File: src/hw/rtl/dpcm_pkg.sv
package dpcm_pkg;

  // field widths of the channels
  localparam int CMD_W   = 2;
  localparam int PAGE_W  = 13;
  localparam int RUN_W   = 6;
  localparam int STAT_W  = 2;
  localparam int FRAME_W = 11;
  localparam int CNT_W   = 32;

  // command codes
  localparam logic [CMD_W-1:0] CMD_ALLOC = 2'd0;
  localparam logic [CMD_W-1:0] CMD_FREE  = 2'd1;
  localparam logic [CMD_W-1:0] CMD_READ  = 2'd2;
  localparam logic [CMD_W-1:0] CMD_WRITE = 2'd3;

  // result status codes
  localparam logic [STAT_W-1:0] ST_OK       = 2'd0;
  localparam logic [STAT_W-1:0] ST_NO_SPACE = 2'd1;
  localparam logic [STAT_W-1:0] ST_BAD_PAGE = 2'd2;

  // classified operation handed from front to back
  typedef enum logic [2:0] {
    OP_ALLOC     = 3'd0,
    OP_ALLOC_BAD = 3'd1,
    OP_FREE      = 3'd2,
    OP_READ      = 3'd3,
    OP_WRITE     = 3'd4,
    OP_BAD_PAGE  = 3'd5
  } op_t;

  typedef struct packed {
    op_t               op;
    logic [PAGE_W-1:0] page;
    logic [RUN_W-1:0]  run;
  } desc_t;

endpackage

File: src/hw/rtl/dpcm_ifs.sv
interface dpcm_in_if;
  logic                         valid;
  logic                         ready;
  logic [dpcm_pkg::CMD_W-1:0]   command;
  logic [dpcm_pkg::PAGE_W-1:0]  page_number;
  logic [dpcm_pkg::RUN_W-1:0]   run_pages;

  modport source (output valid, command, page_number, run_pages, input ready);
  modport sink   (input valid, command, page_number, run_pages, output ready);
endinterface


File: src/hw/rtl/dpcm_front.sv
module dpcm_front #(
  parameter int NUM_PAGES = 8192,
  parameter int MAX_RUN   = 32
) (
  dpcm_in_if.sink          in_ch,
  input  logic             busy,
  input  logic             q_full,
  output logic             q_push,
  output dpcm_pkg::desc_t  q_din
);

  logic page_bad;
  logic run_bad;

  // range checks on the incoming item
  assign page_bad = int'(in_ch.page_number) >= NUM_PAGES;
  assign run_bad  = (in_ch.run_pages == '0) || (int'(in_ch.run_pages) > MAX_RUN) ||
                    (int'(in_ch.run_pages) > NUM_PAGES);

  // classify the command
  always_comb begin
    q_din.page = in_ch.page_number;
    q_din.run  = in_ch.run_pages;
    case (in_ch.command)
      dpcm_pkg::CMD_ALLOC: q_din.op = run_bad ? dpcm_pkg::OP_ALLOC_BAD : dpcm_pkg::OP_ALLOC;
      dpcm_pkg::CMD_FREE:  q_din.op = page_bad ? dpcm_pkg::OP_BAD_PAGE : dpcm_pkg::OP_FREE;
      dpcm_pkg::CMD_READ:  q_din.op = page_bad ? dpcm_pkg::OP_BAD_PAGE : dpcm_pkg::OP_READ;
      dpcm_pkg::CMD_WRITE: q_din.op = page_bad ? dpcm_pkg::OP_BAD_PAGE : dpcm_pkg::OP_WRITE;
      default:             q_din.op = dpcm_pkg::OP_BAD_PAGE;
    endcase
  end

  // accept while the queue has room and the tables are not being cleared
  assign in_ch.ready = !busy && !q_full;
  assign q_push      = in_ch.valid && in_ch.ready;

endmodule

File: src/flat_wrapper.sv
// flat-port wrapper written by rule: the top's interface ports become plain ports
module dpcm_front_flat 
#(
  parameter int NUM_PAGES = 8192,
  parameter int MAX_RUN   = 32
)
  (busy, q_full, q_push, q_din, in_ch_valid, in_ch_command, in_ch_page_number, in_ch_run_pages, in_ch_ready);
  dpcm_in_if in_ch_i ();
  input  logic busy;
  input  logic q_full;
  output logic q_push;
  output dpcm_pkg::desc_t q_din;
  input wire logic [$bits(in_ch_i.valid)-1:0] in_ch_valid;
  input wire logic [$bits(in_ch_i.command)-1:0] in_ch_command;
  input wire logic [$bits(in_ch_i.page_number)-1:0] in_ch_page_number;
  input wire logic [$bits(in_ch_i.run_pages)-1:0] in_ch_run_pages;
  output wire logic [$bits(in_ch_i.ready)-1:0] in_ch_ready;
  assign in_ch_i.valid = in_ch_valid;
  assign in_ch_i.command = in_ch_command;
  assign in_ch_i.page_number = in_ch_page_number;
  assign in_ch_i.run_pages = in_ch_run_pages;
  assign in_ch_ready = in_ch_i.ready;
  dpcm_front #(.NUM_PAGES(NUM_PAGES), .MAX_RUN(MAX_RUN)) u_core (.in_ch(in_ch_i), .busy(busy), .q_full(q_full), .q_push(q_push), .q_din(q_din));
endmodule
File: config.mk
export PLATFORM = sky130hd
export DESIGN_NAME = dpcm_front_flat
export DESIGN_NICKNAME = d
export VERILOG_FILES = /design/src/hw/rtl/dpcm_pkg.sv /design/src/hw/rtl/dpcm_ifs.sv /design/src/hw/rtl/dpcm_front.sv /design/src/flat_wrapper.sv
export SDC_FILE = /design/constraint.sdc
export NUM_CORES = 1
export LEC_CHECK = 0
export BUFFER_PORTS_ARGS = -buffer_cell sky130_fd_sc_hd__buf_2
export CORE_AREA = 2 2 39 41
export DETAILED_ROUTE_END_ITERATION = 16
export DIE_AREA = 0 0 41 43
export SLEW_MARGIN = 20
export SYNTH_ARGS = -nofsm -noshare
export SYNTH_HDL_FRONTEND = slang
export SYNTH_SLANG_ARGS = --single-unit
File: constraint.sdc
create_clock -name vclk -period 2.3
set_clock_uncertainty 0.05 [all_clocks]
set_input_delay 0.115 -clock vclk [all_inputs]
set_output_delay 0.115 -clock vclk [all_outputs]
set_load 0.01 [all_outputs]
==> results of run 1 <==
==> stage by stage <==
stage	power, W	worst slack [ns]	instance area, um2	hold slack (ns)	instances
floorplan	0.0000456	1.10	231	0.227	32
global placement	0.0000350	0.909	219	0.180	51
detailed placement	0.0000362	0.915	219	0.180	51
CTS	0.0000363	0.915	219	0.180	51
global route	0.0000413	0.804	219	0.180	51
finish	0.0000357	0.918	219	0.180	51
==> worst paths after layout <==
kind | startpoint | to | slack (ns) | cells past startpoint
max | in_ch_run_pages[1] | q_din[19] | 0.92 | 5
min | in_ch_page_number[6] | q_din[12] | 0.18 | 0
==> placed cells by master (no fill, tap or decap), drive strengths merged <==
| cell | netlist | routed |
|---|---|---|
| and2 | 1 | 1 |
| or2 | 1 | 1 |
| or3 | 2 | 2 |
| ha | 3 | 3 |
| nor2 | 2 | 2 |
| o21ai | 1 | 1 |
| buf | 19 | 22 |
| a31oi | 1 | 1 |
| inv | 2 | 2 |
==> cells in the mapped netlist <==
library cell   n
or2_2          1
and2_1         1
or3_1          2
o21ai_0        1
a31oi_1        1
nor2_1         2
buf_4         19
inv_1          2
ha_1           3
==> layout make-up <==
| cell class | instances | share of cell area, % |
|---|---|---|
| timing repair buffer | 22 | 50.3 |
| multi-input combinational | 11 | 37.1 |
| tap | 16 | 9.14 |
| inverter | 2 | 3.43 |
==> metal layers <==
layer | global-route usage (%) | up-vias | wire length (um)
met5 | 0 | - | 0
met4 | 2.00 | 0 | 10
met3 | 1.57 | 4 | 122
met2 | 7.81 | 24 | 145
met1 | 3.48 | 64 | 115
li1 | - | 88 | -
==> kinds of logic after synthesis <==
group | count (synthesis)
compound gates | 2
simple gates | 6
fa+ha+maj | 3
buf+inv | 21
==> power breakdown <==
part / internal [W] / switching, W / leakage (nW) / total [W]
clock network: 0 / 0 / 0 / 0
logic: 0.0000179 / 0.0000178 / 0.137 / 0.0000357
registers: 0 / 0 / 0 / 0
total: 0.0000179 / 0.0000178 / 0.137 / 0.0000357
==> critical path, stage by stage <==
cell,delay [ns]
buf_2,0.10
or3_1,0.36
or3_1,0.33
a31oi_1,0.16
buf_2,0.15
==> impl_metrics.py, run 1 <==
metrics = {
    "finish": {
        "area_delta_synth_final_pct": -5.41,
        "drive_gt1_share_pct": 65.7,
        "nets": 64,
        "clock_buffers": 0,
        "numSequentialCells": 0,
        "n_fill_cell": 162,
        "register_area_um2": 0,
        "diodes": 0,
        "finish.utilization_pct": 15.8,
        "multi_input_area_um2": 81.3,
    },
    "critical_path": {
        "crit_fanout": 2,
        "required_ns": 2.13,
        "start_kind": "primary input",
        "crit_path_end_kind": "output port",
        "path_class": "in -> out",
        "arrival_ns": 1.22,
    },
    "detailed_routing": {
        "routed_wl_um": 393,
        "vias_per_cell": 3.53,
        "drc_errors": 0,
        "vias": 180,
        "routedWlPerCell_um": 7.71,
        "drtIter0Drc": 0,
        "ant_nets": 0,
        "first_pass_iters": 1,
    },
    "synthesis": {
        "synth-simple-area-share_pct": 14.1,
        "synth_nets": 59,
        "seq_area_frac_synth_pct": 0,
        "synth.area.top_cells": "buf_4 (62%), ha_1 (16%), or3_1 (5.4%)",
        "synth_fa_ha_area_share_pct": 16.2,
        "syn_inst": 32,
        "synth-xor-area-share_pct": 0,
        "syn_avg_cell_area_um2": 7.23,
        "synth_top_cell_area_share_pct": 61.6,
        "synth_mux_area_share_pct": 0,
        "synth_compound_area_share_pct": 4.86,
        "synth_top_family_by_area": "buffers and inverters",
        "syn-cell-area_um2": 231,
        "yosys_warnings": 0,
        "synth_top_cell_by_area": "buf_4",
        "synth.distinct_cells": 9,
    },
    "timing": {
        "finalCritPeriodShare_pct": 60.1,
        "slew_headroom_pct": 85.6,
        "finalHoldViolations": 0,
        "rsz0062_at_grt": "false",
        "min_period_ns": 1.38,
        "fmax_mhz": 724,
        "tightest_slew_ns": 0.214,
        "tns_ns": 0,
        "setup_violations": 0,
        "drv_slew": 0,
    },
    "clock_tree": {
        "cts_setup_buffers": 0,
        "hold_buffers": 0,
        "cts-resized-gates": 0,
    },
    "global_routing": {
        "grt_max_degree": 4,
        "grt_pass1_wl_um": 552,
        "grt_usage_pct": 4.20,
        "antenna_found_initial": 0,
        "grt_pass1_vias": 148,
        "gr-total-overflow": 0,
    },
    "die": {
        "row_count": 14,
        "coreArea_um2": 1380,
        "chipHeight_um": 43,
        "dieWidth_um": 41,
        "pin_count": 48,
        "die-area_um2": 1760,
        "start_util_pct": 16.7,
    },
    "min_path": {
        "holdCritPathClass": "in -> out",
    },
    "job": {
        "drv_cap": 0,
    },
    "power_and_ir_drop": {
        "peakVddDrop_uv": 31.2,
        "leakage_nw": 0.137,
        "powerDensity_nw_per_um2": 163,
    },
    "outcome": {
        "status": "completed",
    },
    "placed_design": {
        "portBuffers": 22,
        "gp_congestion": 0.591,
    },
}
(Power assumes the default switching activity.)
==> run 2: changes to the inputs <==
--- a/config.mk
+++ b/config.mk
@@ -5,6 +5,7 @@
 export SDC_FILE = /design/constraint.sdc
 export NUM_CORES = 1
 export LEC_CHECK = 0
+export ABC_AREA = 1
 export BUFFER_PORTS_ARGS = -buffer_cell sky130_fd_sc_hd__buf_2
 export CORE_AREA = 2 2 39 41
 export DETAILED_ROUTE_END_ITERATION = 16
==> constraint.sdc (replaced) <==
create_clock -name vclk -period 1.3
set_clock_uncertainty 0.05 [all_clocks]
set_input_delay 0.065 -clock vclk [all_inputs]
set_output_delay 0.065 -clock vclk [all_outputs]
set_load 0.01 [all_outputs]
==> run 2 against run 1 <==
Net effect:
- via count is 9.4% higher
- synthesized cell count rose by 19%
- worst setup slack worse by 0.41 ns
- sequential share of layout area did not move
- first-iteration DRC count is 1 higher
- core utilization increased by 1.5 points
- critical path type unchanged
- critical path depth up 2
- power increased by 91%
- final cell count is 12% higher
- worst hold slack got worse by 0.10 ns
- die area is the same
==> impl_metrics.py, run 2 <==
metrics = {
    "critical_path": {
        "slowest_delay_ns": 0.13,
        "required_ns": 1.19,
        "path_depth": 7,
        "worst_path_dominant_cell_family": "simple AND/OR/NAND/NOR gates",
        "crit_path_top_delay_cell": "nor2_2",
        "start_kind": "primary input",
        "arrival_ns": 0.67,
        "crit_path_end_kind": "output port",
        "path_buf_inv": 2,
        "crit_fanout": 2,
        "path_cells": "buf_2 -> nor2_2 -> nand3_1 -> nand2_1 -> nand3_1 -> nand2_1 -> buf_2",
        "path_class": "in -> out",
    },
    "timing": {
        "finalCritPeriodShare_pct": 60.5,
        "setup_violations": 0,
        "finalHoldViolations": 0,
        "fmax_mhz": 1270,
        "drv_slew": 0,
        "min_period_ns": 0.787,
        "tns_ns": 0,
        "holdWs_ns": 0.0800,
        "setup_ws_ns": 0.513,
        "slew_headroom_pct": 90.8,
        "rsz0062_at_grt": "false",
        "tightest_slew_ns": 0.137,
    },
    "synthesis": {
        "syn_inst": 38,
        "synth_top_cell_area_share_pct": 56.4,
        "synth_top_cell_by_area": "buf_4",
        "seq_area_frac_synth_pct": 0,
        "synth_nets": 65,
        "synth.area.top_cells": "buf_4 (56%), ha_1 (15%), inv_1 (7.4%)",
        "syn-cell-area_um2": 253,
        "yosys_warnings": 0,
        "synth.distinct_cells": 8,
        "yosysMostFrequentCell": "buf_4",
        "syn_avg_cell_area_um2": 6.65,
        "ys_top_cells_by_count": "buf_4 (19), inv_1 (5), ha_1 (3), nand2_1 (3), nand3_1 (3)",
    },
    "finish": {
        "multi_input_area_um2": 91.3,
        "area_delta_synth_final_pct": -4.95,
        "final_common_cell": "buf_2",
        "layout_common_cells": "buf_2 (22), inv_1 (5), nand3_1 (3), nand2_1 (3), ha_1 (3)",
        "clock_buffers": 0,
        "nets": 70,
        "diodes": 0,
        "n_fill_cell": 168,
        "register_area_um2": 0,
        "drive_gt1_share_pct": 58.5,
        "finish.utilization_pct": 17.4,
        "numSequentialCells": 0,
        "fin_cells": 57,
    },
    "global_routing": {
        "grt_max_degree": 4,
        "antenna_found_initial": 0,
        "gr-total-overflow": 0,
        "grt_pass1_wl_um": 524,
        "grt_pass1_vias": 133,
        "grt_usage_pct": 3.90,
    },
    "detailed_routing": {
        "drtIter0Drc": 1,
        "first_pass_iters": 3,
        "drc_errors": 0,
        "dr.max_layer_used": "met4",
        "route.met2.wl_um": 185,
        "routedWlPerCell_um": 6.86,
        "vias_per_cell": 3.46,
        "vias": 197,
        "met3_length_um": 58,
        "wl_met1_um": 143,
        "ant_nets": 0,
        "routed_wl_um": 391,
    },
    "die": {
        "start_util_pct": 18.3,
        "die-area_um2": 1760,
        "dieWidth_um": 41,
        "row_count": 14,
        "coreArea_um2": 1380,
        "chipHeight_um": 43,
        "pin_count": 48,
    },
    "clock_tree": {
        "cts_setup_buffers": 0,
        "hold_buffers": 0,
        "cts-resized-gates": 0,
    },
    "placed_design": {
        "pre_cts_ws_ns": 0.499,
        "portBuffers": 22,
        "place_inst": 57,
        "gp_congestion": 0.577,
    },
    "power_and_ir_drop": {
        "peakVddDrop_uv": 64.8,
        "powerDensity_nw_per_um2": 284,
        "leakage_nw": 0.160,
    },
    "min_path": {
        "hold_depth": 0,
        "holdCritPathClass": "in -> out",
    },
    "job": {
        "drv_cap": 0,
    },
    "outcome": {
        "status": "completed",
    },
}
-- run 2: changes by cell type after synthesis, moves of 2 or more --
cell     before  now
nand2_1       0    3
nand3_1       0    3
nor2_2        0    2
or3_1         2    0
inv_1         2    5
-- run 2: cells by family (layout without fill, tap and decap cells) --
family | Yosys count | count (layout) | share of synthesized area, %
adder cells (fa/ha/maj) | 3 | 3 | 14.9
buffers and inverters | 24 | 27 | 63.9
AND/OR/NAND/NOR | 11 | 11 | 21.3
-- run 2: cell type report --
| cell class | count | share of cell area, % |
|---|---|---|
| Timing Repair Buffer | 22 | 45.8 |
| Multi-Input combinational cell | 14 | 38.0 |
| Tap cell | 16 | 8.33 |
| Inverter | 5 | 7.81 |
-- run 2: through the flow --
step                instance area, um2  total power, W
finish                             240       0.0000683
global route                       240       0.0000772
CTS                                240       0.0000697
detailed placement                 240       0.0000694
global placement                   240       0.0000674
floorplan                          253       0.0000836
-- run 2: report_power, final --
part	internal (W)	leakage, nW	switching (W)
logic	0.0000328	0.160	0.0000354
registers	0	0	0
clock network	0	0	0
-- run 2: final timing paths --
| kind | start | end | slack, ns |
|---|---|---|---|
| setup / recovery | in_ch_run_pages[3] | q_din[19] | 0.51 |
| hold / removal | in_ch_page_number[6] | q_din[12] | 0.08 |
-- run 2: per-layer routing --
| metal | vias up | track usage, % |
|---|---|---|
| met5 | - | 0 |
| met4 | 0 | 1.33 |
| met3 | 2 | 1.05 |
| met2 | 13 | 6.25 |
| met1 | 80 | 4.75 |
| li1 | 102 | - |
==> run 3: changes to the inputs <==
==> constraint.sdc (replaced) <==
create_clock -name vclk -period 0.8
set_clock_uncertainty 0.05 [all_clocks]
set_input_delay 0.04 -clock vclk [all_inputs]
set_output_delay 0.04 -clock vclk [all_outputs]
set_load 0.01 [all_outputs]
==> run 3 against run 2 <==
Net effect:
- clock-buffer cell count unchanged
- non-clock buffer count unchanged
- final cell count did not move
- worst setup slack lost 0.45 ns
- via count did not move
==> impl_metrics.py, run 3 (synthesized netlist as in run 2, its figures left out) <==
metrics = {
    "finish": {
        "numSequentialCells": 0,
        "clock_buffers": 0,
        "drive_gt1_share_pct": 63.4,
        "nets": 70,
        "register_area_um2": 0,
        "n_fill_cell": 163,
        "diodes": 0,
        "layout_common_cells": "buf_2 (22), inv_1 (4), nand3_1 (3), nand2_1 (3)",
        "final_common_cell": "buf_2",
        "area_delta_synth_final_pct": -1.98,
    },
    "die": {
        "start_util_pct": 18.3,
        "pin_count": 48,
        "dieWidth_um": 41,
        "chipHeight_um": 43,
        "coreArea_um2": 1380,
        "row_count": 14,
        "die-area_um2": 1760,
    },
    "detailed_routing": {
        "vias_per_cell": 3.46,
        "drtIter0Drc": 0,
        "ant_nets": 0,
        "vias": 197,
        "routedWlPerCell_um": 6.77,
        "routed_wl_um": 386,
        "first_pass_iters": 1,
        "drc_errors": 0,
    },
    "critical_path": {
        "crit_path_end_kind": "output port",
        "arrival_ns": 0.64,
        "crit_fanout": 3,
        "required_ns": 0.71,
        "start_kind": "primary input",
        "path_class": "in -> out",
    },
    "timing": {
        "rsz0062_at_grt": "false",
        "fmax_mhz": 1360,
        "drv_slew": 0,
        "tns_ns": 0,
        "finalCritPeriodShare_pct": 91.7,
        "slew_headroom_pct": 90.8,
        "finalHoldViolations": 0,
        "min_period_ns": 0.734,
        "tightest_slew_ns": 0.137,
        "setup_ws_ns": 0.0664,
        "setup_violations": 0,
        "holdWs_ns": 0.0300,
    },
    "clock_tree": {
        "hold_buffers": 0,
        "cts_setup_buffers": 0,
        "cts-resized-gates": 0,
    },
    "placed_design": {
        "gp_congestion": 0.575,
        "portBuffers": 22,
        "pre_cts_ws_ns": 0.0425,
    },
    "power_and_ir_drop": {
        "leakage_nw": 0.158,
        "peakVddDrop_uv": 88.7,
        "powerDensity_nw_per_um2": 463,
    },
    "global_routing": {
        "gr-total-overflow": 0,
        "grt_max_degree": 4,
        "grt_pass1_wl_um": 448,
        "grt_usage_pct": 3.30,
        "grt_pass1_vias": 122,
        "antenna_found_initial": 0,
    },
    "min_path": {
        "holdCritPathClass": "in -> out",
    },
    "job": {
        "drv_cap": 0,
    },
    "outcome": {
        "status": "completed",
    },
}
run 3: cell counts in the layout (fill, tap and decap cells not counted):
No cell type changed its count.
run 3: per-layer routing:
layer / track usage (%) / vias up / share of wire, %
li1: - / 101 / -
met1: 3.16 / 81 / 37
met2: 5.94 / 13 / 48
met3: 1.05 / 2 / 13
met4: 1.33 / 0 / 1.0
met5: 0 / - / 0
run 3: final cells by class:
type / instances / area [um2] / area share [%]
timing repair buffer: 22 / 110 / 44.4
inverter: 5 / 18.8 / 7.58
tap: 16 / 20.0 / 8.08
multi-input combinational: 14 / 98.8 / 39.9
run 3: power breakdown:
part / switching [W] / total (W) / internal, W
clock network: 0 / 0 / 0
registers: 0 / 0 / 0
logic: 0.0000599 / 0.000115 / 0.0000549
total: 0.0000599 / 0.000115 / 0.0000549
run 3: stage by stage:
step | cell area, um2 | std cells | power, W | utilization [%]
5_1_grt | 248 | 57 | 0.000129 | 17.9
3_3_place_gp | 240 | 57 | 0.000109 | 17.4
3_5_place_dp | 240 | 57 | 0.000112 | 17.4
2_1_floorplan | 253 | 38 | 0.000136 | -
4_1_cts | 240 | 57 | 0.000113 | 17.4
6_report | 248 | 57 | 0.000115 | 17.9
run 3: worst paths after layout:
kind | from | to | slack (ns) | cells after the start
setup / recovery | in_ch_command[1] | q_din[19] | 0.07 | 7
hold / removal | in_ch_page_number[6] | q_din[12] | 0.03 | 0
run 3: critical path: stages:
cell and delay, ns:
buf_2 0.12, inv_1 0.05, ha_2 0.17, inv_1 0.04, nand2_1 0.05, nand2_1 0.04
buf_2 0.13
