**config.mk**
```make
export PLATFORM = sky130hd
export DESIGN_NAME = dpcm_fifo
export DESIGN_NICKNAME = d
export VERILOG_FILES = /design/src/hw/rtl/dpcm_pkg.sv /design/src/hw/rtl/dpcm_fifo.sv
export SDC_FILE = /design/constraint.sdc
export NUM_CORES = 1
export LEC_CHECK = 0
export BUFFER_PORTS_ARGS = -buffer_cell sky130_fd_sc_hd__buf_2
export CAP_MARGIN = 0
export CORE_MARGIN = 4
export CORE_UTILIZATION = 45
export CTS_CLUSTER_DIAMETER = 40
export DETAILED_ROUTE_END_ITERATION = 10
export GPL_ROUTABILITY_DRIVEN = 0
export PLACE_DENSITY = 0.82
export SLEW_MARGIN = 5
export SYNTH_ARGS = -nofsm -noshare
export SYNTH_HDL_FRONTEND = slang
export SYNTH_SLANG_ARGS = --single-unit
```
**constraint.sdc**
```tcl
create_clock -name clk -period 1.9 [get_ports clk]
set_input_delay 0 -clock clk [delete_from_list [all_inputs] [get_ports clk]]
set_output_delay 0 -clock clk [all_outputs]
set_load 0.01 [all_outputs]
```
**src/hw/rtl/dpcm_pkg.sv**
```systemverilog
package dpcm_pkg;

  // field widths of the channels
  localparam int CMD_W   = 2;
  localparam int PAGE_W  = 13;
  localparam int RUN_W   = 6;
  localparam int STAT_W  = 2;
  localparam int FRAME_W = 11;
  localparam int CNT_W   = 32;

  // command codes
  localparam logic [CMD_W-1:0] CMD_ALLOC = 2'd0;
  localparam logic [CMD_W-1:0] CMD_FREE  = 2'd1;
  localparam logic [CMD_W-1:0] CMD_READ  = 2'd2;
  localparam logic [CMD_W-1:0] CMD_WRITE = 2'd3;

  // result status codes
  localparam logic [STAT_W-1:0] ST_OK       = 2'd0;
  localparam logic [STAT_W-1:0] ST_NO_SPACE = 2'd1;
  localparam logic [STAT_W-1:0] ST_BAD_PAGE = 2'd2;

  // classified operation handed from front to back
  typedef enum logic [2:0] {
    OP_ALLOC     = 3'd0,
    OP_ALLOC_BAD = 3'd1,
    OP_FREE      = 3'd2,
    OP_READ      = 3'd3,
    OP_WRITE     = 3'd4,
    OP_BAD_PAGE  = 3'd5
  } op_t;

  typedef struct packed {
    op_t               op;
    logic [PAGE_W-1:0] page;
    logic [RUN_W-1:0]  run;
  } desc_t;

endpackage

```
**src/hw/rtl/dpcm_fifo.sv**
```systemverilog
module dpcm_fifo (
  input  logic             clk,
  input  logic             rst_n,
  input  logic             push,
  input  dpcm_pkg::desc_t  din,
  output logic             full,
  input  logic             pop,
  output logic             valid,
  output dpcm_pkg::desc_t  dout
);

  dpcm_pkg::desc_t mem_r [2];
  logic       wr_ptr_r, wr_ptr_nxt;
  logic       rd_ptr_r, rd_ptr_nxt;
  logic [1:0] cnt_r, cnt_nxt;

  assign full  = cnt_r == 2'd2;
  assign valid = cnt_r != 2'd0;
  assign dout  = mem_r[rd_ptr_r];

  // pointer and fill bookkeeping
  always_comb begin
    wr_ptr_nxt = push ? ~wr_ptr_r : wr_ptr_r;
    rd_ptr_nxt = pop ? ~rd_ptr_r : rd_ptr_r;
    cnt_nxt    = cnt_r + {1'b0, push} - {1'b0, pop};
  end

  always_ff @(posedge clk) begin
    if (!rst_n) begin
      wr_ptr_r <= 1'b0;
      rd_ptr_r <= 1'b0;
      cnt_r    <= 2'd0;
    end else begin
      wr_ptr_r <= wr_ptr_nxt;
      rd_ptr_r <= rd_ptr_nxt;
      cnt_r    <= cnt_nxt;
    end
  end

  // entry storage
  always_ff @(posedge clk) begin
    if (push) begin
      mem_r[wr_ptr_r] <= din;
    end
  end

endmodule

```
==> results by group, run 1 <==
Synth
  • Register bit total from synthesis: 49
  • Mux contribution to synthesized area: 13.6%
  • Post-Syn Area per Cell: 20.4 um2
  • Synth Net Count: 117
  • Synth warn: 0
  • Synth Area in XOR/XNOR: 1.72%
  • Post-synthesis adder-cell area fraction: 1.38%
  • Mapped Area: 1820 um2
  • Largest family of logic cells by synthesized area: multiplexers
  • Count of different cell masters after synthesis: 12
  • Compound-Gate Fraction of Synth Area: 0.413%
  • Cells after Synth: 89
  • Sequential share of the synthesized area: 78.1%
  • Post-Synth Simple-Gate Area: 3.09%

Timing
  • Final Hold Vio Count: 0
  • Worst-Margin Slew: 475 ps
  • Post-route setup TNS: 0 ps
  • Slew margin rel.: 68.3%
  • Fin. max-slew vios: 0
  • RSZ-0062 raised after global routing: false
  • Minimum clock period: 1590 ps
  • Final WS setup: 309 ps
  • Final setup viols: 0
  • FMAX: 628 MHz
  • Crit share post-route: 83.8%
  • Setup Skew: 4.79 ps

Critical path
  • CP Capture Type: output port
  • Worst endpoint required time: 1900 ps
  • Worst Setup Path Type: reg -> out
  • Critical R2R Launch: wr_ptr_r
  • CP cell instances: buf_12 -> mux2_2 -> buf_2
  • Critical Path AT: 1590 ps
  • Slowest cell on crit path: dfxtp_1
  • CP bufs+invs: 2
  • CP Launch Type: register
  • Crit path max-delay family: flip-flops
  • CP Max Fanout: 14
  • Max stage delay on crit path: 610 ps

Min path
  • Hold_sp: pop
  • Hold crit path type: in -> reg

Finish
  • Inserted Diodes: 0
  • Area growth, synth to finish: 37.2%
  • Layout cells sized above 1: 48.5%
  • Cell area after layout: 2500 um2
  • Final #Nets: 198

Floorplanning
  • Die ar.: 5120 um2
  • Die Ht: 71.6 um
  • Initial Utilization: 48.2%
  • Core Area: 3770 um2
  • Die width: 71.6 um
  • Rows: 22
  • I/O pin count: 50

Global routing
  • First-pass GRT wire length: 5260 um
  • Initial antenna violation count: 0
  • Total track usage: 13.5%
  • GRT overflow: 0
  • Vias in the first global route: 1,130
  • Largest net degree at the start of global routing: 16

Detailed routing
  • Post-route ant nets: 0
  • Drt first pass iters: 3
  • Routed vias/inst: 4.62
  • DRC viols: 0
  • 1st-iter DRT viols: 10
  • Top Layer Used: met4
  • Met2 WL: 1720 um
  • Total wire length: 3150 um
  • DR WL met3: 159 um
  • DR vias: 1,011
  • Met1 WL: 1240 um
  • Wirelength per Cell: 14.4 um

Pwr
  • Switching Fraction: 20.3%
  • Reg power frac: 55.6%
  • Clk pwr share: 30.0%
  • Int Power: 0.00182 W
  • VDD IR max: 0.000651 V
  • Psw: 0.000464 W
  • Leak: 0.976 nW
  • Pwr Density: 915 nW/um2
  • Combinational share of power: 14.4%

Clock tree
  • Num CTS Buffers: 5
  • Clock sink count: 49
  • Htree depth: 2
  • Clk buf depth: 2
  • Worst skew pair latency: 290 ps
  • CTS tree: done
  • Root Driver: clkbuf_8
  • Post-CTS sizing: 0
  • Clock-pin slew on the worst setup and hold paths: 70 ps

Run
  • Max cap viols: 0

Place
  • Dpl ws: 614 ps
  • Area after DPL: 2160 um2
  • Post-DP HPWL: 2180 um
  • PortBufs: 49

Outcome
  • Outcome: completed
layout by cell type (no fill, tap or decap):
master	n
buf_2	49
edfxtp_1	44
dlygate4sd3_1	23
mux2_2	22
dfxtp_1	5
clkbuf_8	5
and2_1	4
nor2b_1	3
inv_1	2
ha_1	2
buf_4	2
buf_12	2
or2_2	1
xor2_1	1
nor2b_2	1
o21a_1	1
xnor3_1	1
clkinv_1	1
bufinv_16	1
clkbuf_1	1
worst min-delay path, stage by stage:
cell    delay (ps)
buf_2          100
xor2_1          70
and2_1         150
flip-flops by register name, summed over array words and instances, names as in the netlist, named ones only:
signal	count
cnt_r	2
mem_r	44
rd_ptr_r	1
wr_ptr_r	1
routing by layer:
metal | up-vias | track usage [%]
met5 | - | 0
li1 | 498 | -
met2 | 27 | 24.2
met3 | 5 | 4.07
met4 | 0 | 4.38
met1 | 481 | 15.5
through the flow:
stage / instances / power (W) / hold WS, ps / util, %
after floorplan: 89 / 0.00146 / 98.9 / -
after global placement: 188 / 0.00157 / 188 / 57.3
after detailed placement: 188 / 0.00159 / 193 / 57.3
after CTS: 219 / 0.00231 / 72.3 / 66.2
after global routing: 219 / 0.00240 / 88.6 / 66.2
final: 219 / 0.00228 / 79.0 / 66.2
what timing repair did:
item,CTS,global route
hold buffers,23,0
endpoints found under the hold margin,49,0
setup buffers,0,0
layout make-up:
class	instances	area, um2
inverters	2	7.51
multi-input cells	36	370
clock inverters	2	33.8
clock buffers	6	72.6
fillers	255	1270
well taps	48	60.1
repair buffers	76	531
flip-flops and latches	49	1420
cells by family after synthesis:
logic type / Yosys count
XOR/XNOR: 2
multiplexers: 22
flip-flops: 49
adder cells (fa/ha/maj): 2
AO/OA/AOI/OAI: 1
buffers and inverters: 4
AND/OR/NAND/NOR: 9
power groups by stage:
| stage | clock, W | sequential (W) | combinational [W] |
|---|---|---|---|
| 3_3_place_gp | 0 | 0.00129 | 0.000285 |
| 4_1_cts | 0.000701 | 0.00127 | 0.000336 |
| 6_report | 0.000685 | 0.00127 | 0.000329 |
| 5_1_grt | 0.000764 | 0.00128 | 0.000360 |
| 2_1_floorplan | 0 | 0.00128 | 0.000178 |
| 3_5_place_dp | 0 | 0.00129 | 0.000297 |
synth_stat cells (all sizes together):
cell type  number  area share [%]
inv             2            0.41
edfxtp         44              73
ha              2             1.4
buf             2             1.2
o21a            1            0.41
nor2b           4             1.4
or2             1            0.34
mux2           22              14
and2            4             1.4
xor2            1            0.48
xnor3           1             1.2
dfxtp           5             5.5
final timing paths:
path	cells after the start	endpoint	slack, ps
setup reg to reg	2	mem_r[1][9]	620
hold / removal	3	rd_ptr_r	80
hold reg to reg	2	rd_ptr_r	590
setup / recovery	3	dout[0]	310
Note: power is estimated with default switching activity, not from simulation.
==> run 2: changes to the inputs <==
==> constraint.sdc (replaced) <==
create_clock -name clk -period 1.3 [get_ports clk]
set_input_delay 0 -clock clk [delete_from_list [all_inputs] [get_ports clk]]
set_output_delay 0 -clock clk [all_outputs]
set_load 0.01 [all_outputs]
==> results by group, run 2 (same netlist as run 1, synthesis figures left out) <==
Timing
  • Worst-Margin Slew: 196 ps
  • Slew margin rel.: 86.9%
  • Minimum clock period: 1290 ps
  • Final setup viols: 0
  • FMAX: 775 MHz
  • Final WS setup: 9.82 ps
  • RSZ-0062 raised after global routing: true
  • Crit share post-route: 99.2%
  • Fin. max-slew vios: 0
  • Final Hold Vio Count: 0
  • Post-route setup TNS: 0 ps
  • Setup Skew: 8.51 ps

Clock tree
  • Num CTS Buffers: 5
  • CTS tree: done
  • Root Driver: clkbuf_8
  • Clk buf depth: 2
  • Htree depth: 2
  • Clock-pin slew on the worst setup and hold paths: 100 ps
  • Worst skew pair latency: 300 ps
  • Clock sink count: 49

Finish
  • Post-route insts no fill: 222
  • Layout cells sized above 1: 52.9%
  • Most common cell after layout, fill and taps aside: edfxtp_1
  • Largest regs: mem_r (44), cnt_r (2)
  • Cell area after layout: 2750 um2
  • Inserted Diodes: 0
  • Area growth, synth to finish: 51.0%
  • Filler cells: 226
  • Commonest cells after routing, fill and taps aside: 44 x edfxtp_1, 27 x buf_2, 23 x dlygate4sd3_1, 22 x mux2_4, 22 x buf_6
  • Max reg flops: 44
  • Largest Register: mem_r
  • Final #Nets: 201

Floorplanning
  • Die ar.: 5120 um2
  • I/O pin count: 50
  • Die Ht: 71.6 um
  • Die width: 71.6 um
  • Initial Utilization: 48.2%
  • Core Area: 3770 um2
  • Rows: 22

Min path
  • Hold endpoint: wr_ptr_r
  • WHS Path Cells: 3
  • Hold_sp: push
  • Hold crit path type: in -> reg

Detailed routing
  • Post-route ant nets: 0
  • Wirelength per Cell: 15.7 um
  • DR vias: 1,041
  • DRC viols: 0
  • 1st-iter DRT viols: 51
  • Drt first pass iters: 4
  • Routed vias/inst: 4.69
  • Total wire length: 3480 um

Place
  • PortBufs: 49
  • Post-DP HPWL: 2150 um
  • Dpl cells: 190
  • Area after DPL: 2150 um2
  • Dpl ws: 44.5 ps

Critical path
  • Slowest cell on crit path: dfxtp_4
  • Worst endpoint required time: 1300 ps
  • CP Capture Type: output port
  • Worst r2r path cells: 6
  • CP cell instances: buf_8 -> mux2_4 -> buf_6
  • Worst Setup Path Type: reg -> out
  • Max stage delay on crit path: 400 ps
  • CP bufs+invs: 2
  • Worst R2R End: cnt_r[1]
  • Crit path max-delay family: flip-flops
  • Critical Path AT: 1290 ps
  • CP Launch Type: register
  • Reg-to-reg slack, setup: 40 ps
  • CP Max Fanout: 7
  • Critical R2R Launch: cnt_r[0]

Global routing
  • First-pass GRT wire length: 5390 um
  • Initial antenna violation count: 0
  • Total track usage: 14.2%
  • Vias in the first global route: 1,141
  • GRT overflow: 0
  • Largest net degree at the start of global routing: 18

Pwr
  • Leak: 1.11 nW
  • Pwr Density: 1250 nW/um2
  • VDD IR max: 0.00104 V

Run
  • Max cap viols: 0

Outcome
  • Outcome: completed
==> run 2: tightest hold or removal path, delay by kind of cell <==
family	cells	cell delay [ps]
compound gates	1	160
buf+inv	1	120
simple gates	1	50
==> run 2: cell type report <==
class	instances	area (um2)	share of cell area, %
well taps	48	60.1	2.19
multi-input cells	36	465	16.9
repair buffers	79	693	25.2
clock buffers	5	68.8	2.50
inverters	2	7.51	0.273
clock inverters	3	26.3	0.956
flip-flops and latches	49	1430	51.9
==> run 2: metal layers <==
metal / vias to the layer above / GRT usage (%) / wire [um] / part of all wire (%)
met2: 32 / 25.6 / 1940 / 56
met3: 2 / 5.19 / 205 / 5.9
met4: 0 / 4.38 / 9 / 0.26
met1: 500 / 15.4 / 1330 / 38
met5: - / 0 / 0 / 0
li1: 507 / - / - / -
==> run 2: what timing repair did <==
action / in CTS / in global routing
hold buffers: 23 / 0
setup buffers: 0 / 0
setup endpoints to repair: 22 / 24
endpoints found under the hold margin: 49 / 0
gates cloned: 1 / 0
gates resized for setup: 15 / 42
==> run 2: worst max path at each step <==
stage                     slack [ps]           to  cells past startpoint     start
after floorplan                  -30  mem_r[0][0]                      1  wr_ptr_r
after CTS                         -8     dout[20]                      3  register
after detailed placement          40     cnt_r[1]                      6  cnt_r[0]
after global placement           150     cnt_r[1]                      6  cnt_r[0]
after global routing             -50     dout[10]                      3  register
final                             10     dout[10]                      3  register
==> run 2: where the power goes <==
| part | total, W | switching, W | leakage [nW] | internal [W] |
|---|---|---|---|---|
| Combinational | 0.000670 | 0.000252 | 0.614 | 0.000418 |
| Sequential | 0.00186 | 0.0000400 | 0.455 | 0.00182 |
| Clock | 0.000917 | 0.000525 | 0.0423 | 0.000391 |
| Total | 0.00344 | 0.000818 | 1.11 | 0.00263 |
==> run 2: per-stage QoR <==
stage / util (%) / power [W] / hold WS (ps)
final: 72.9 / 0.00344 / 68.7
after global routing: 72.9 / 0.00361 / 74.8
after CTS: 67.5 / 0.00330 / 41.6
after detailed placement: 57.0 / 0.00232 / 191
after global placement: 57.0 / 0.00229 / 187
after floorplan: - / 0.00214 / 98.9
==> run 3: changes to the inputs <==
--- a/config.mk
+++ b/config.mk
@@ -5,8 +5,10 @@
 export SDC_FILE = /design/constraint.sdc
 export NUM_CORES = 1
 export LEC_CHECK = 0
+export ABC_AREA = 1
 export BUFFER_PORTS_ARGS = -buffer_cell sky130_fd_sc_hd__buf_2
 export CAP_MARGIN = 0
+export CORE_ASPECT_RATIO = 0.5
 export CORE_MARGIN = 4
 export CORE_UTILIZATION = 45
 export CTS_CLUSTER_DIAMETER = 40
==> results by group, run 3 <==
Synth
  • Post-synthesis adder-cell area fraction: 1.38%
  • Register bit total from synthesis: 49
  • Sequential share of the synthesized area: 78.2%
  • Mux contribution to synthesized area: 13.6%
  • Synth top cells by count: 44 x edfxtp_1, 22 x mux2_2, 9 x nand2_1, 8 x nor2_1, 7 x inv_1
  • Post-synth EDFFs: 44
  • Synth top area cells: edfxtp_1 73%, mux2_2 14%, dfxtp_1 5.5%
  • Cells after Synth: 101
  • Synth warn: 0
  • Async SR Flop Fraction: 0%
  • Top-area cell type share of the netlist area: 72.7%
  • Post-Syn Area per Cell: 18.0 um2
  • Post-Synth Simple-Gate Area: 3.79%
  • Leading area contributor after synthesis: edfxtp_1
  • Count of different cell masters after synthesis: 10
  • Synth Area in XOR/XNOR: 0%
  • Ys flop type: edfxtp_1
  • Largest family of logic cells by synthesized area: multiplexers
  • Mapped Area: 1820 um2
  • Most frequent cell after synthesis: edfxtp_1
  • Synth Net Count: 129
  • Compound-Gate Fraction of Synth Area: 0.275%

Timing
  • Setup Skew: 7.20 ps
  • RSZ-0062 raised after global routing: true
  • Slew margin rel.: 89.9%
  • Final WS setup: -7.90 ps
  • Min Hold Slack: 424 ps
  • Crit share post-route: 101%
  • Worst-Margin Slew: 151 ps
  • FMAX: 765 MHz
  • Fin. max-slew vios: 0
  • Final Hold Vio Count: 0
  • Final setup viols: 6
  • Minimum clock period: 1310 ps
  • Post-route setup TNS: -23.4 ps

Global routing
  • Largest net degree at the start of global routing: 23
  • First-pass GRT wire length: 5180 um
  • Initial antenna violation count: 0
  • GRT overflow: 0
  • Total track usage: 13.6%
  • Vias in the first global route: 1,155

Finish
  • Inserted Diodes: 0
  • Final #Nets: 210
  • Commonest cells after routing, fill and taps aside: 45 x buf_2, 44 x edfxtp_1, 25 x dlygate4sd3_1, 21 x mux2_2
  • Cell area after layout: 2570 um2
  • Max reg flops: 44
  • Layout cells sized above 1: 49.7%
  • Most common cell after layout, fill and taps aside: buf_2
  • Largest regs: mem_r (44), cnt_r (2)
  • Largest Register: mem_r
  • Final Util: 70.2%
  • Area growth, synth to finish: 41.4%

Detailed routing
  • Top Layer Used: met4
  • Drt first pass iters: 3
  • Met1 WL: 1290 um
  • Routed vias/inst: 4.58
  • Met2 WL: 1820 um
  • Total wire length: 3260 um
  • DRC viols: 0
  • Wirelength per Cell: 13.9 um
  • 1st-iter DRT viols: 12
  • DR WL met3: 103 um
  • DR vias: 1,071
  • Post-route ant nets: 0

Clock tree
  • # Post-CTS Setup Buffers: 0
  • Worst skew pair latency: 300 ps
  • Clock sink count: 49
  • CTS tree: done
  • Htree depth: 2
  • Clk buf depth: 2
  • Clock-pin slew on the worst setup and hold paths: 90 ps
  • Num CTS Buffers: 5
  • Root Driver: clkbuf_8

Critical path
  • Max stage delay on crit path: 350 ps
  • Critical R2R Launch: cnt_r[0]
  • CP Capture Type: output port
  • Worst Setup Path Type: reg -> out
  • CP cell instances: buf_12 -> mux2_2 -> buf_2
  • Slowest cell on crit path: dfxtp_2
  • Crit path max-delay family: flip-flops
  • Critical Path AT: 1310 ps
  • CP Max Fanout: 22
  • Reg-to-reg slack, setup: 80 ps
  • Worst endpoint required time: 1300 ps
  • Worst R2R End: cnt_r[1]
  • CP bufs+invs: 2
  • Worst r2r path cells: 9
  • Critical Path Stages: 3
  • CP Launch Type: register

Place
  • PortBufs: 49
  • Post-DP HPWL: 2040 um
  • Area after DPL: 2170 um2

Floorplanning
  • Die Ht: 52.9 um
  • Die ar.: 5180 um2
  • Initial Utilization: 49.6%
  • Rows: 15
  • Die width: 97.9 um
  • I/O pin count: 50
  • Core Area: 3660 um2

Min path
  • Hold crit path type: in -> reg
  • Hold_sp: din[18]
  • Hold endpoint: mem_r[1][18]
  • WHS Path Cells: 2

Outcome
  • Outcome: finished with violations
  • Failing checks: setup timing

Run
  • Max cap viols: 0

Pwr
  • Leak: 1.02 nW
  • VDD IR max: 0.000577 V
  • Pwr Density: 1270 nW/um2
run 3: changes by cell type after synthesis, sizes merged, moves of 4 or more:
cell,previous run,this run
nand2,0,9
nor2,0,8
inv,2,7
and2,4,0
nor2b,4,0
run 3: repair_timing:
item | in CTS | in global routing
hold buffers | 25 | 0
endpoints found under the setup margin | 22 | 23
hold endpoints to repair | 49 | 0
pin swaps | 0 | 3
gates resized for setup | 4 | 10
run 3: layout make-up:
cell class                 instances  area, um2
clock inverter                     1       5.00
multi-input combinational         43        384
inverter                           7       26.3
fill                             255       1090
sequential                        49       1420
timing repair buffer              76        569
tap                               51       63.8
clock buffer                       7       96.3
run 3: cells by family (layout without fill, tap and decap cells):
family / after synthesis / in the layout
multiplexers: 22 / 22
flip-flops: 49 / 49
AND/OR/NAND/NOR: 18 / 18
AO/OA/AOI/OAI: 1 / 1
adder cells (fa/ha/maj): 2 / 2
buffers and inverters: 9 / 91
run 3: stage by stage:
| step | setup slack (ps) | instances | power, W |
|---|---|---|---|
| after floorplan | 25.3 | 101 | 0.00208 |
| after global placement | 97.7 | 202 | 0.00224 |
| after detailed placement | 36.5 | 202 | 0.00226 |
| after CTS | -18.8 | 235 | 0.00327 |
| after global routing | -53.5 | 234 | 0.00341 |
| final | -7.90 | 234 | 0.00326 |
run 3: layer usage:
metal  GRT usage [%]  vias to the layer above
li1                -                      528
met1            13.4                      519
met2            26.8                       19
met3            3.42                        5
met4            7.59                        0
met5               0                        -
run 3: how the worst max path moves through the flow:
| stage | from | to | slack, ps |
|---|---|---|---|
| after floorplan | wr_ptr_r | mem_r[1][0] | 30 |
| after global placement | cnt_r[0] | cnt_r[1] | 100 |
| after detailed placement | cnt_r[0] | cnt_r[1] | 40 |
| after CTS | register | dout[11] | -20 |
| after global routing | register | dout[20] | -50 |
| final | register | dout[3] | -8 |
run 3: worst register-to-register path, stage by stage, from the launching register on:
cell     delay, ps
dfxtp_2        330
inv_1           50
ha_1           290
inv_2           70
ha_4           130
inv_2           30
nand2_2         70
nand3_2         60
nand2_1         60
nor2_1          40
run 3: report_power, final:
part,switching (W),internal [W]
logic,0.000219,0.000254
clock network,0.000465,0.000481
registers,0.0000275,0.00181
total,0.000711,0.00255
